==> config.mk <==
export PLATFORM = sky130hd
export DESIGN_NAME = mkd_ctrl
export DESIGN_NICKNAME = d
export VERILOG_FILES = /design/src/hw/rtl/mkd_pkg.sv /design/src/hw/rtl/mkd_ctrl.sv
export VERILOG_INCLUDE_DIRS = /design/src /design/src/hw/rtl
export SDC_FILE = /design/constraint.sdc
export NUM_CORES = 1
export LEC_CHECK = 0
export BUFFER_PORTS_ARGS = -buffer_cell sky130_fd_sc_hd__buf_2
export CELL_PAD_IN_SITES_DETAIL_PLACEMENT = 1
export CELL_PAD_IN_SITES_GLOBAL_PLACEMENT = 2
export CORE_MARGIN = 3
export CORE_UTILIZATION = 24
export CTS_CLUSTER_DIAMETER = 80
export DETAILED_ROUTE_END_ITERATION = 8
export PLACE_DENSITY = 0.83
export SYNTH_ARGS = -nofsm -noshare
export SYNTH_HDL_FRONTEND = slang
export SYNTH_SLANG_ARGS = --single-unit
==> constraint.sdc <==
create_clock -name clk_i -period 2.1 [get_ports clk_i]
set_input_delay 0.105 -clock clk_i [delete_from_list [all_inputs] [get_ports clk_i]]
set_output_delay 0.105 -clock clk_i [all_outputs]
set_load 0.02 [all_outputs]
==> src/hw/rtl/assert_macros.svh <==
// ----------------------------------------------------------------------------
// Assertion macros shared by the key detector modules
// Each macro expects clk_i and rst_ni to be visible where it is used.
// ----------------------------------------------------------------------------
`ifndef ASSERT_MACROS_SVH
`define ASSERT_MACROS_SVH

// Same-cycle implication.
`define MKD_ASSERT_IMPL(lbl, ante, cons) \
  lbl: assert property (@(posedge clk_i) disable iff (!rst_ni) (ante) |-> (cons)) \
    else $error("mkd assertion failed");

// Next-cycle implication.
`define MKD_ASSERT_NEXT(lbl, ante, cons) \
  lbl: assert property (@(posedge clk_i) disable iff (!rst_ni) (ante) |=> (cons)) \
    else $error("mkd assertion failed");

`endif

==> src/hw/rtl/mkd_pkg.sv <==
// ----------------------------------------------------------------------------
// mkd_pkg
// Types, constants and helper functions of the musical key detector.
// ----------------------------------------------------------------------------
package mkd_pkg;

  localparam int unsigned ACT_W      = 2;
  localparam int unsigned NOTE_W     = 7;
  localparam int unsigned KEY_W      = 4;
  localparam int unsigned OPEN_W     = 7;
  localparam int unsigned SEEN_W     = 8;
  localparam int unsigned OPC_W      = 8;
  localparam int unsigned PC_N       = 12;
  localparam int unsigned CFG_IDX_W  = 2;
  localparam int unsigned CFG_DATA_W = 7;

  localparam logic [CFG_IDX_W-1:0] CFG_OPEN_LIMIT  = 2'd0;
  localparam logic [CFG_IDX_W-1:0] CFG_MODE_EN     = 2'd1;
  localparam logic [CFG_IDX_W-1:0] CFG_DEF_MAJOR   = 2'd2;

  localparam logic [OPEN_W-1:0] OPEN_LIMIT_RST = 7'd7;

  // Bit i holds template entry i.
  localparam logic [PC_N-1:0] DIATONIC_TPL = 12'b1010_1011_0101;
  localparam logic [PC_N-1:0] MAJOR_TPL    = 12'b0000_1001_0001;
  localparam logic [PC_N-1:0] MINOR_TPL    = 12'b0010_0001_0010;

  localparam logic [KEY_W-1:0] PC_LAST     = 4'd11;
  localparam logic [KEY_W-1:0] MINOR_SHIFT = 4'd3;

  typedef enum logic [ACT_W-1:0] {
    ACT_ADD    = 2'd0,
    ACT_REPORT = 2'd1,
    ACT_CLEAR  = 2'd2
  } action_e;

  typedef struct packed {
    logic add_read;
    logic add_write;
    logic clear;
    logic scan_start;
    logic scan_read;
    logic step_start;
    logic pick_step;
    logic mode_step;
    logic out_load;
  } dp_cmd_t;

  typedef struct packed {
    logic note_ok;
    logic scan_last;
    logic step_last;
    logic out_free;
  } dp_sts_t;

  function automatic logic [KEY_W-1:0] add_mod12(input logic [KEY_W-1:0] a,
                                                 input logic [KEY_W-1:0] b);
    logic [KEY_W:0] s;
    s = {1'b0, a} + {1'b0, b};
    if (s >= (KEY_W+1)'(PC_N)) begin
      s = s - (KEY_W+1)'(PC_N);
    end
    return s[KEY_W-1:0];
  endfunction

  // Template entry at pitch class (q + d) mod 12.
  function automatic logic tpl_bit(input logic [PC_N-1:0] tpl,
                                   input logic [KEY_W-1:0] q,
                                   input logic [KEY_W-1:0] d);
    logic [KEY_W-1:0] p;
    p = add_mod12(q, d);
    return tpl[p];
  endfunction

endpackage

==> src/hw/rtl/mkd_ctrl.sv <==
// ----------------------------------------------------------------------------
// mkd_ctrl
// Sequencer of the key detector: decodes requests and steps the datapath
// through note updates and the report scan, pick and mode phases.
// ----------------------------------------------------------------------------
`include "assert_macros.svh"

module mkd_ctrl (
  input  logic                  clk_i,
  input  logic                  rst_ni,
  input  logic                  in_valid_i,
  input  logic [mkd_pkg::ACT_W-1:0] in_action_i,
  output logic                  in_ready_o,
  input  mkd_pkg::dp_sts_t      sts_i,
  output mkd_pkg::dp_cmd_t      cmd_o
);
  import mkd_pkg::*;

  typedef enum logic [2:0] {
    S_IDLE,
    S_ADD,
    S_SCAN,
    S_DRAIN,
    S_PICK,
    S_MODE,
    S_OUT
  } state_e;

  state_e state_q, state_d;
  logic   in_fire;

  assign in_ready_o = (state_q == S_IDLE);
  assign in_fire    = in_valid_i && in_ready_o;

  always_comb begin
    cmd_o   = '0;
    state_d = state_q;
    case (state_q)
      S_IDLE: begin
        if (in_fire) begin
          case (action_e'(in_action_i))
            ACT_ADD: begin
              // Notes outside the histogram range are dropped entirely.
              if (sts_i.note_ok) begin
                cmd_o.add_read = 1'b1;
                state_d        = S_ADD;
              end
            end
            ACT_REPORT: begin
              cmd_o.scan_start = 1'b1;
              state_d          = S_SCAN;
            end
            ACT_CLEAR: begin
              cmd_o.clear = 1'b1;
            end
            default: ;
          endcase
        end
      end
      S_ADD: begin
        cmd_o.add_write = 1'b1;
        state_d         = S_IDLE;
      end
      S_SCAN: begin
        cmd_o.scan_read = 1'b1;
        if (sts_i.scan_last) begin
          state_d = S_DRAIN;
        end
      end
      S_DRAIN: begin
        // The last read lands in the accumulators during this cycle.
        cmd_o.step_start = 1'b1;
        state_d          = S_PICK;
      end
      S_PICK: begin
        cmd_o.pick_step = 1'b1;
        if (sts_i.step_last) begin
          state_d = S_MODE;
        end
      end
      S_MODE: begin
        cmd_o.mode_step = 1'b1;
        if (sts_i.step_last) begin
          state_d = S_OUT;
        end
      end
      S_OUT: begin
        if (sts_i.out_free) begin
          cmd_o.out_load = 1'b1;
          state_d        = S_IDLE;
        end
      end
      default: begin
        state_d = S_IDLE;
      end
    endcase
  end

  always_ff @(posedge clk_i or negedge rst_ni) begin
    if (!rst_ni) begin
      state_q <= S_IDLE;
    end else begin
      state_q <= state_d;
    end
  end

  `MKD_ASSERT_NEXT(a_report_busy, in_fire && (in_action_i == ACT_REPORT), !in_ready_o)
  `MKD_ASSERT_IMPL(a_load_when_free, cmd_o.out_load, sts_i.out_free)

endmodule

==> flow_summary.ini, run 1 <==
[cells_and_area]
multi_input_area_sq_um = 255
largest_reg_flops = 3
seq_area_sq_um = 75.1
final_cells = 77
area_growth_pct = 33.3
nFillCells = 171
n_antenna_cell = 0
layout-drive-gt1-share = 0.516
reg_top3 = state_q (3)
stdcell_area_sq_um = 490
largest-register = state_q
nNetsFinal = 73

[detailed_routing]
wl_per_cell_um = 12.2
drc_errors = 0
wirelength_um = 943
dr_total_vias = 369
vias_per_cell = 4.79
detail-route-antenna-nets = 0
drtIter0Drc = 3
dr.pass1.iters = 2

[critical_path]
critPathBufInv = 1
cp_num_cells = 4
ff2ff_path_depth = 4
crit_arrival_ps = 1660
cpPeakStageDelay_ps = 510
critPathTopFamily = simple AND/OR/NAND/NOR gates
cp-start-kind = register
path_class = register to output pin
cp_cell_sequence = nor3_4 > nand2_1 > nor4b_2 > buf_2
cp_slowest_cell = dfrtp_1
cp-end-kind = output pin
crit_required_ps = 2000
crit_path_max_fanout = 11

[sta]
fin_worst_skew_ps = 1.82
max_freq_mhz = 566
final_hold_viol_count = 0
setup_violations = 0
maxSlewViolCount = 0
worst_pin_slew_ps = 402
timing.final.crit_share = 0.841
grt_setup_unrepaired = false
relSlewSlack = 0.732
fin_crit_ps = 1770
fin_tns_setup_ps = 0

[logic_synthesis]
synth_seq_cells = 3
synth-edff-count = 0
syn-instance-count = 41
syn_avg_cell_area_sq_um = 8.97
syn_area_sq_um = 368
yosysSeqAreaShare = 0.204
ys_async_sr_fraction = 1.00
ys.flop_type = dfrtp_1
yosysWarnings = 0
synth.net_count = 51
ys_types = 26

[pwr]
vdd_drop_max_uv = 392
power_leakage_nw = 0.239
combPwrFrac = 0.605
p_seq_frac = 0.236
p_int_w = 0.000334
clkPwrFrac = 0.159
power.switching_w = 0.000322
power_density_nw_per_um2 = 1340
swShare = 0.491

[floorplan]
fp.dieW_um = 45.2
placementRows = 13
die_area_sq_um = 2040
initial_utilization = 0.269
core_area_sq_um = 1370
io_pins = 19
die_y_um = 45.2

[cts]
cts_made_buffers = 3
clock_sinks = 3
cts_tree = yes
clockRootBuffer = clkbuf_4
cts.clk_slew.worst_paths_ps = 40
clk_latency_ps = 240
cts_resized = 0
htreeDepth = 1
clockBufferDepth = 2

[placed_design]
gp_congestion = 0.741
port_buffers = 18
dpl_cell_area_sq_um = 454
dp.cells = 72
place_hpwl_um = 774

[global_route]
grtUsageTotal = 0.106
grt_pass1_wl_um = 1540
gr-total-overflow = 0
grt_antenna_before_repair = 0
grt_max_degree = 12
grt_pass1_vias = 367

[worst_hold_path]
hold_path_class = primary input to register
hold_path_depth = 2

[status]
status = finished, final reports clean

[run]
drv_cap = 0
-- layout by cell type (no fill, tap or decap) --
master / Yosys / final
a21oi_1: 1 / 1
a31oi_1: 1 / 1
and3_2: 2 / 2
buf_2: 0 / 18
clkbuf_1: 0 / 1
clkbuf_4: 0 / 3
dfrtp_1: 3 / 3
dlygate4sd3_1: 0 / 1
ha_1: 1 / 1
inv_1: 3 / 3
inv_2: 1 / 1
mux2_4: 1 / 1
nand2_1: 2 / 2
nand2b_1: 3 / 3
nand2b_4: 1 / 1
nand3_1: 1 / 1
nor2_1: 5 / 5
nor3_1: 2 / 2
nor3_4: 1 / 1
nor3b_1: 2 / 2
nor3b_2: 1 / 1
nor4b_2: 1 / 1
o21ai_0: 1 / 1
o21ai_2: 1 / 1
o21ai_4: 1 / 1
o22ai_1: 1 / 1
o311ai_2: 1 / 1
o31ai_1: 1 / 1
o32ai_1: 1 / 1
-- layout make-up --
cell class | instances | area share
clock buffers | 4 | 0.0536
multi-input cells | 32 | 0.520
flip-flops and latches | 3 | 0.153
inverters | 4 | 0.0306
well taps | 15 | 0.0383
repair buffers | 19 | 0.204
-- repair_timing --
item                      in CTS  in global routing
hold endpoints to repair       3                  0
buffers inserted               0                  0
hold buffers                   1                  0
-- metrics by stage --
step	hold slack, ps	total power (W)	utilization	setup WS (ps)
finish	82.3	0.000656	0.359	334
global route	94.8	0.000717	0.359	189
CTS	70.0	0.000670	0.359	295
detailed placement	-97.4	0.000556	0.332	566
global placement	-96.1	0.000557	0.332	552
floorplan	-191	0.000477	-	447
-- power by group through the flow --
stage	logic, W	registers [W]	clock network [W]
detailed placement	0.000401	0.000156	0
floorplan	0.000364	0.000113	0
global placement	0.000399	0.000158	0
CTS	0.000403	0.000156	0.000111
global route	0.000437	0.000166	0.000114
finish	0.000397	0.000155	0.000104
-- synthesized netlist by cell type (all sizes together) (2+ instances only) --
library cell	instances	area share
inv	4	0.041
nor3	3	0.071
nor3b	3	0.075
nand2b	4	0.088
and3	2	0.041
dfrtp	3	0.20
o21ai	3	0.082
nand2	2	0.020
nor2	5	0.051
buf	2	0.061
-- cell families (layout without fill, tap and decap cells) --
| kind of cell | count (synthesis) | after routing | share of synthesized area |
|---|---|---|---|
| compound gates | 9 | 9 | 0.218 |
| fa+ha+maj | 1 | 1 | 0.0340 |
| buf+inv | 6 | 27 | 0.102 |
| flops | 3 | 3 | 0.204 |
| mux | 1 | 1 | 0.0408 |
| simple gates | 21 | 21 | 0.401 |
-- worst reg2reg max path, cell delays in order, from the launching register on --
cell and delay [ps]:
dfrtp_1 510, nor3b_2 230, o21ai_2 180, o311ai_2 160, mux2_4 320
-- routing by layer --
metal  vias to the layer above  track usage  routed length [um]
met5                         -            0                   0
met4                         0       0.0526                   0
met3                         0       0.0478                  51
met2                         8        0.158                 475
met1                       170        0.127                 416
li1                        191            -                   -
-- final timing paths --
check                                start    endpoint  slack [ps]
worst max-delay path            state_q[0]    cmd_o[8]         330
worst min-delay path              sts_i[1]  state_q[0]          80
worst max register to register  state_q[1]  state_q[1]         590
worst min register to register  state_q[0]  state_q[0]         770
max in group asynchronous           rst_ni  state_q[1]        1800
min in group asynchronous           rst_ni  state_q[2]         190
Note: power is estimated with default switching activity, not from simulation.
==> inputs of run 2 (changes only) <==
--- a/config.mk
+++ b/config.mk
@@ -10,10 +10,10 @@
 export CELL_PAD_IN_SITES_DETAIL_PLACEMENT = 1
 export CELL_PAD_IN_SITES_GLOBAL_PLACEMENT = 2
 export CORE_MARGIN = 3
-export CORE_UTILIZATION = 24
+export CORE_UTILIZATION = 22
 export CTS_CLUSTER_DIAMETER = 80
 export DETAILED_ROUTE_END_ITERATION = 8
-export PLACE_DENSITY = 0.83
+export PLACE_DENSITY = 0.78
 export SYNTH_ARGS = -nofsm -noshare
 export SYNTH_HDL_FRONTEND = slang
 export SYNTH_SLANG_ARGS = --single-unit
==> constraint.sdc (replaced) <==
create_clock -name clk_i -period 1.7 [get_ports clk_i]
set_input_delay 0.085 -clock clk_i [delete_from_list [all_inputs] [get_ports clk_i]]
set_output_delay 0.085 -clock clk_i [all_outputs]
set_load 0.02 [all_outputs]
==> run 2 against run 1 <==
Global-route usage increased by 0.21 points. Worst setup slack got worse by 220 ps. Clock skew barely moved. Combinational power increased by 44%. First-iteration DRC count shrank 100%.
==> flow_summary.ini, run 2 (same netlist as run 1, synthesis figures left out) <==
[status]
status = finished, final reports clean

[worst_hold_path]
hold_end = state_q[0]
worstHoldStart = sts_i[1]
hold_path_depth = 2
hold_path_class = primary input to register

[critical_path]
cpPeakStageDelay_ps = 480
cp_cell_sequence = nor3_4 > nand2_1 > nor4b_2 > buf_4
rrSetupSlack_ps = 180
cp_slowest_cell = dfrtp_2
cp_num_cells = 4
cp-end-kind = output pin
crit_arrival_ps = 1500
r2r-start = state_q[1]
path_class = register to output pin
critPathBufInv = 1
crit_path_max_fanout = 9
cp-start-kind = register
ff2ff_path_depth = 5
r2r_end = state_q[1]
crit_required_ps = 1620
critPathTopFamily = simple AND/OR/NAND/NOR gates

[floorplan]
die_area_sq_um = 2200
fp.dieW_um = 46.9
core_area_sq_um = 1540
initial_utilization = 0.239
placementRows = 14
io_pins = 19
die_y_um = 46.9

[sta]
fin_tns_setup_ps = 0
fin_worst_skew_ps = 1.39
setup_violations = 0
max_freq_mhz = 632
maxSlewViolCount = 0
timing.final.crit_share = 0.931
relSlewSlack = 0.786
worst_pin_slew_ps = 321
hold_ws_ps = 64.2
fin_crit_ps = 1580
final_hold_viol_count = 0
grt_setup_unrepaired = false

[cts]
clk_latency_ps = 240
clockBufferDepth = 2
clock_sinks = 3
clockRootBuffer = clkbuf_4
cts_tree = yes
cts_made_buffers = 3
cts.clk_slew.worst_paths_ps = 40
htreeDepth = 1

[cells_and_area]
area_growth_pct = 43.5
nNetsFinal = 77
largest_reg_flops = 3
final_common_cell = buf_2
final_cells = 82
n_antenna_cell = 0
reg_top3 = state_q (3)
largest-register = state_q
stdcell_area_sq_um = 528
final_cell_mix = buf_2, nor2_1, buf_4
layout-drive-gt1-share = 0.591

[detailed_routing]
dr.pass1.iters = 1
wirelength_um = 1060
dr_total_vias = 395
wl_per_cell_um = 12.9
vias_per_cell = 4.82
detail-route-antenna-nets = 0
drc_errors = 0
drtIter0Drc = 0

[global_route]
grt_antenna_before_repair = 0
grt_pass1_wl_um = 1700
grtUsageTotal = 0.108
grt_max_degree = 12
gr-total-overflow = 0
grt_pass1_vias = 400

[run]
drv_cap = 0

[pwr]
vdd_drop_max_uv = 446
power_density_nw_per_um2 = 1690
power_leakage_nw = 0.255

[placed_design]
port_buffers = 18
place_hpwl_um = 814
dpl_cell_area_sq_um = 455
gp_congestion = 0.664
dp.cells = 73
## run 2: cell types whose count changed in the layout (fill, tap and decap cells not counted), sizes merged
cell / change
buf: +4
## run 2: cell type report
type                    count  area (sq um)
clock buffers               4          26.3
repair buffers             23           133
fillers                   206          1010
inverters                   4          15.0
well taps                  16          20.0
flip-flops and latches      3          78.8
multi-input cells          32           255
## run 2: metal layers
| metal | vias up | share of wire | global-route usage |
|---|---|---|---|
| li1 | 196 | - | - |
| met1 | 180 | 0.41 | 0.119 |
| met2 | 15 | 0.51 | 0.187 |
| met3 | 4 | 0.054 | 0.0230 |
| met4 | 0 | 0.025 | 0.0663 |
| met5 | - | 0 | 0 |
## run 2: worst max-delay path by stage
stage	to	slack, ps	from
after floorplan	cmd_o[6]	70	state_q[1]
after CTS	cmd_o[8]	30	state_q[1]
after global routing	cmd_o[8]	7	state_q[2]
after global placement	cmd_o[8]	190	state_q[0]
final	cmd_o[8]	120	state_q[2]
after detailed placement	cmd_o[8]	140	state_q[0]
## run 2: worst reg2reg max path, stage by stage, from the launching register on
cell and delay [ps]:
dfrtp_2 460, buf_4 160, nor3b_2 150, o21ai_2 160
o311ai_2 150, mux2_4 320
## run 2: report_power, final
part	switching (W)	internal (W)	total [W]
combinational	0.000297	0.000275	0.000572
clock	0.0000389	0.0000881	0.000127
sequential	0.0000869	0.000105	0.000192
total	0.000423	0.000469	0.000891
## run 2: metrics by stage
step | setup slack (ps) | power (W) | util
final | 117 | 0.000891 | 0.343
after global routing | 7.21 | 0.000963 | 0.343
after CTS | 30.4 | 0.000863 | 0.324
after detailed placement | 145 | 0.000698 | 0.295
after global placement | 187 | 0.000686 | 0.295
after floorplan | 67.2 | 0.000589 | -
## run 2: repair_timing
| action | 4_1_cts | 5_1_grt |
|---|---|---|
| hold endpoints to repair | 3 | 0 |
| setup endpoints to repair | 2 | 3 |
| setup buffers | 1 | 3 |
| resized for setup | 0 | 4 |
| hold buffers | 1 | 0 |
| pin swaps | 1 | 0 |
==> inputs of run 3 (changes only) <==
--- a/config.mk
+++ b/config.mk
@@ -13,6 +13,8 @@
 export CORE_UTILIZATION = 22
 export CTS_CLUSTER_DIAMETER = 80
 export DETAILED_ROUTE_END_ITERATION = 8
+export GPL_TIMING_DRIVEN = 0
+export MAX_ROUTING_LAYER = met4
 export PLACE_DENSITY = 0.78
 export SYNTH_ARGS = -nofsm -noshare
 export SYNTH_HDL_FRONTEND = slang
==> run 3 against run 2 <==
Register-to-register slack improved by 20 ps. Non-clock buffer count rose by 1. Sequential share of layout area fell by 0.81 points. Sequential power fell by 32%. Fmax fell by 1.4%.
==> flow_summary.ini, run 3 (same netlist as run 1, synthesis figures left out) <==
[status]
status = finished, final reports clean

[sta]
maxSlewViolCount = 0
final_hold_viol_count = 0
fin_crit_ps = 1610
worst_pin_slew_ps = 340
relSlewSlack = 0.773
fin_worst_skew_ps = 2.54
setup_violations = 0
fin_tns_setup_ps = 0
grt_setup_unrepaired = false
timing.final.crit_share = 0.945
setup_ws_ps = 94.1
max_freq_mhz = 623

[global_route]
grt_pass1_vias = 397
grt_max_degree = 11
grtUsageTotal = 0.104
gr-total-overflow = 0
grt_antenna_before_repair = 0
grt_pass1_wl_um = 1600

[cells_and_area]
multi_input_area_sq_um = 258
largest_reg_flops = 3
area_growth_pct = 46.9
seq_area_sq_um = 76.3
nFillCells = 189
layout-drive-gt1-share = 0.582
reg_top3 = state_q (3)
final_cell_mix = buf_2, nor2_1
final_common_cell = buf_2
nNetsFinal = 78
largest-register = state_q
n_antenna_cell = 0

[pwr]
swShare = 0.466
vdd_drop_max_uv = 705
p_int_w = 0.000507
clkPwrFrac = 0.138
power_leakage_nw = 0.265
power_density_nw_per_um2 = 1760
p_seq_frac = 0.137
combPwrFrac = 0.725
power.switching_w = 0.000442

[floorplan]
fp.dieW_um = 46.9
io_pins = 19
initial_utilization = 0.239
core_area_sq_um = 1540
die_y_um = 46.9
die_area_sq_um = 2200
placementRows = 14

[detailed_routing]
wl_met2_um = 579
dr.pass1.iters = 2
drtIter0Drc = 4
dr_total_vias = 391
drc_errors = 0
detail-route-antenna-nets = 0
wl_per_cell_um = 13.0
top_layer = met4
vias_per_cell = 4.71
routedLengthMet1_um = 444
wl_met3_um = 50
wirelength_um = 1080

[critical_path]
crit_path_max_fanout = 10
crit_arrival_ps = 1520
critPathTopFamily = simple AND/OR/NAND/NOR gates
cp_slowest_cell = dfrtp_1
r2r-start = state_q[2]
path_class = register to output pin
cp-start-kind = register
cp-end-kind = output pin
critPathBufInv = 2
cp_cell_sequence = buf_6 > nor3_4 > nand2_2 > nor4b_2 > buf_2
startpoint = state_q[1]
crit_required_ps = 1620
cpPeakStageDelay_ps = 360

[placed_design]
gp_congestion = 0.659
port_buffers = 18
place_hpwl_um = 765
pre_cts_slack_ps = 245

[cts]
cts_made_buffers = 3
clockRootBuffer = clkbuf_4
clockBufferDepth = 2
clk_latency_ps = 240
htreeDepth = 1
cts.clk_slew.worst_paths_ps = 40
cts_tree = yes
clock_sinks = 3

[worst_hold_path]
hold_path_class = primary input to register
worstHoldStart = sts_i[1]

[run]
drv_cap = 0
[run 3: metrics by stage]
step           cells   util  total power [W]  hold WS, ps  area, sq um
6_report          83  0.351         0.000949         71.4          541
5_1_grt           83  0.351          0.00102         87.4          541
4_1_cts           80  0.334         0.000871         79.6          514
3_5_place_dp      75  0.310         0.000732         -120          478
3_3_place_gp      75  0.310         0.000729         -121          478
2_1_floorplan     41      -         0.000589         -211          368
[run 3: layer usage]
metal / GRT usage / up-vias
li1: - / 199
met3: 0.0230 / 2
met5: - / -
met4: 0.0331 / 0
met2: 0.184 / 12
met1: 0.114 / 178
[run 3: final timing paths]
| kind | slack (ps) | depth (start not counted) | end |
|---|---|---|---|
| worst min register to register | 660 | 2 | state_q[1] |
| min in group asynchronous | 190 | 2 | state_q[1] |
| worst max-delay path | 90 | 5 | cmd_o[8] |
| worst min-delay path | 70 | 2 | state_q[0] |
| worst max register to register | 200 | 4 | state_q[1] |
| max in group asynchronous | 1390 | 2 | state_q[2] |
[run 3: what timing repair did]
action,CTS,global route
hold buffers,1,0
buffers inserted,0,3
endpoints found under the setup margin,0,2
resized for setup,0,2
endpoints found under the hold margin,3,0
[run 3: final cells by class]
type / count / share of cell area
Clock buffer: 4 / 0.0486
Sequential cell: 3 / 0.141
Inverter: 4 / 0.0278
Multi-Input combinational cell: 32 / 0.477
Timing Repair Buffer: 22 / 0.227
Tap cell: 16 / 0.0370
Buffer: 2 / 0.0417
[run 3: power groups by stage]
stage	clock network, W	registers (W)	logic (W)
2_1_floorplan	0	0.000139	0.000450
3_3_place_gp	0	0.000148	0.000580
3_5_place_dp	0	0.000148	0.000584
4_1_cts	0.000130	0.000147	0.000594
5_1_grt	0.000141	0.000132	0.000745
6_report	0.000131	0.000130	0.000688
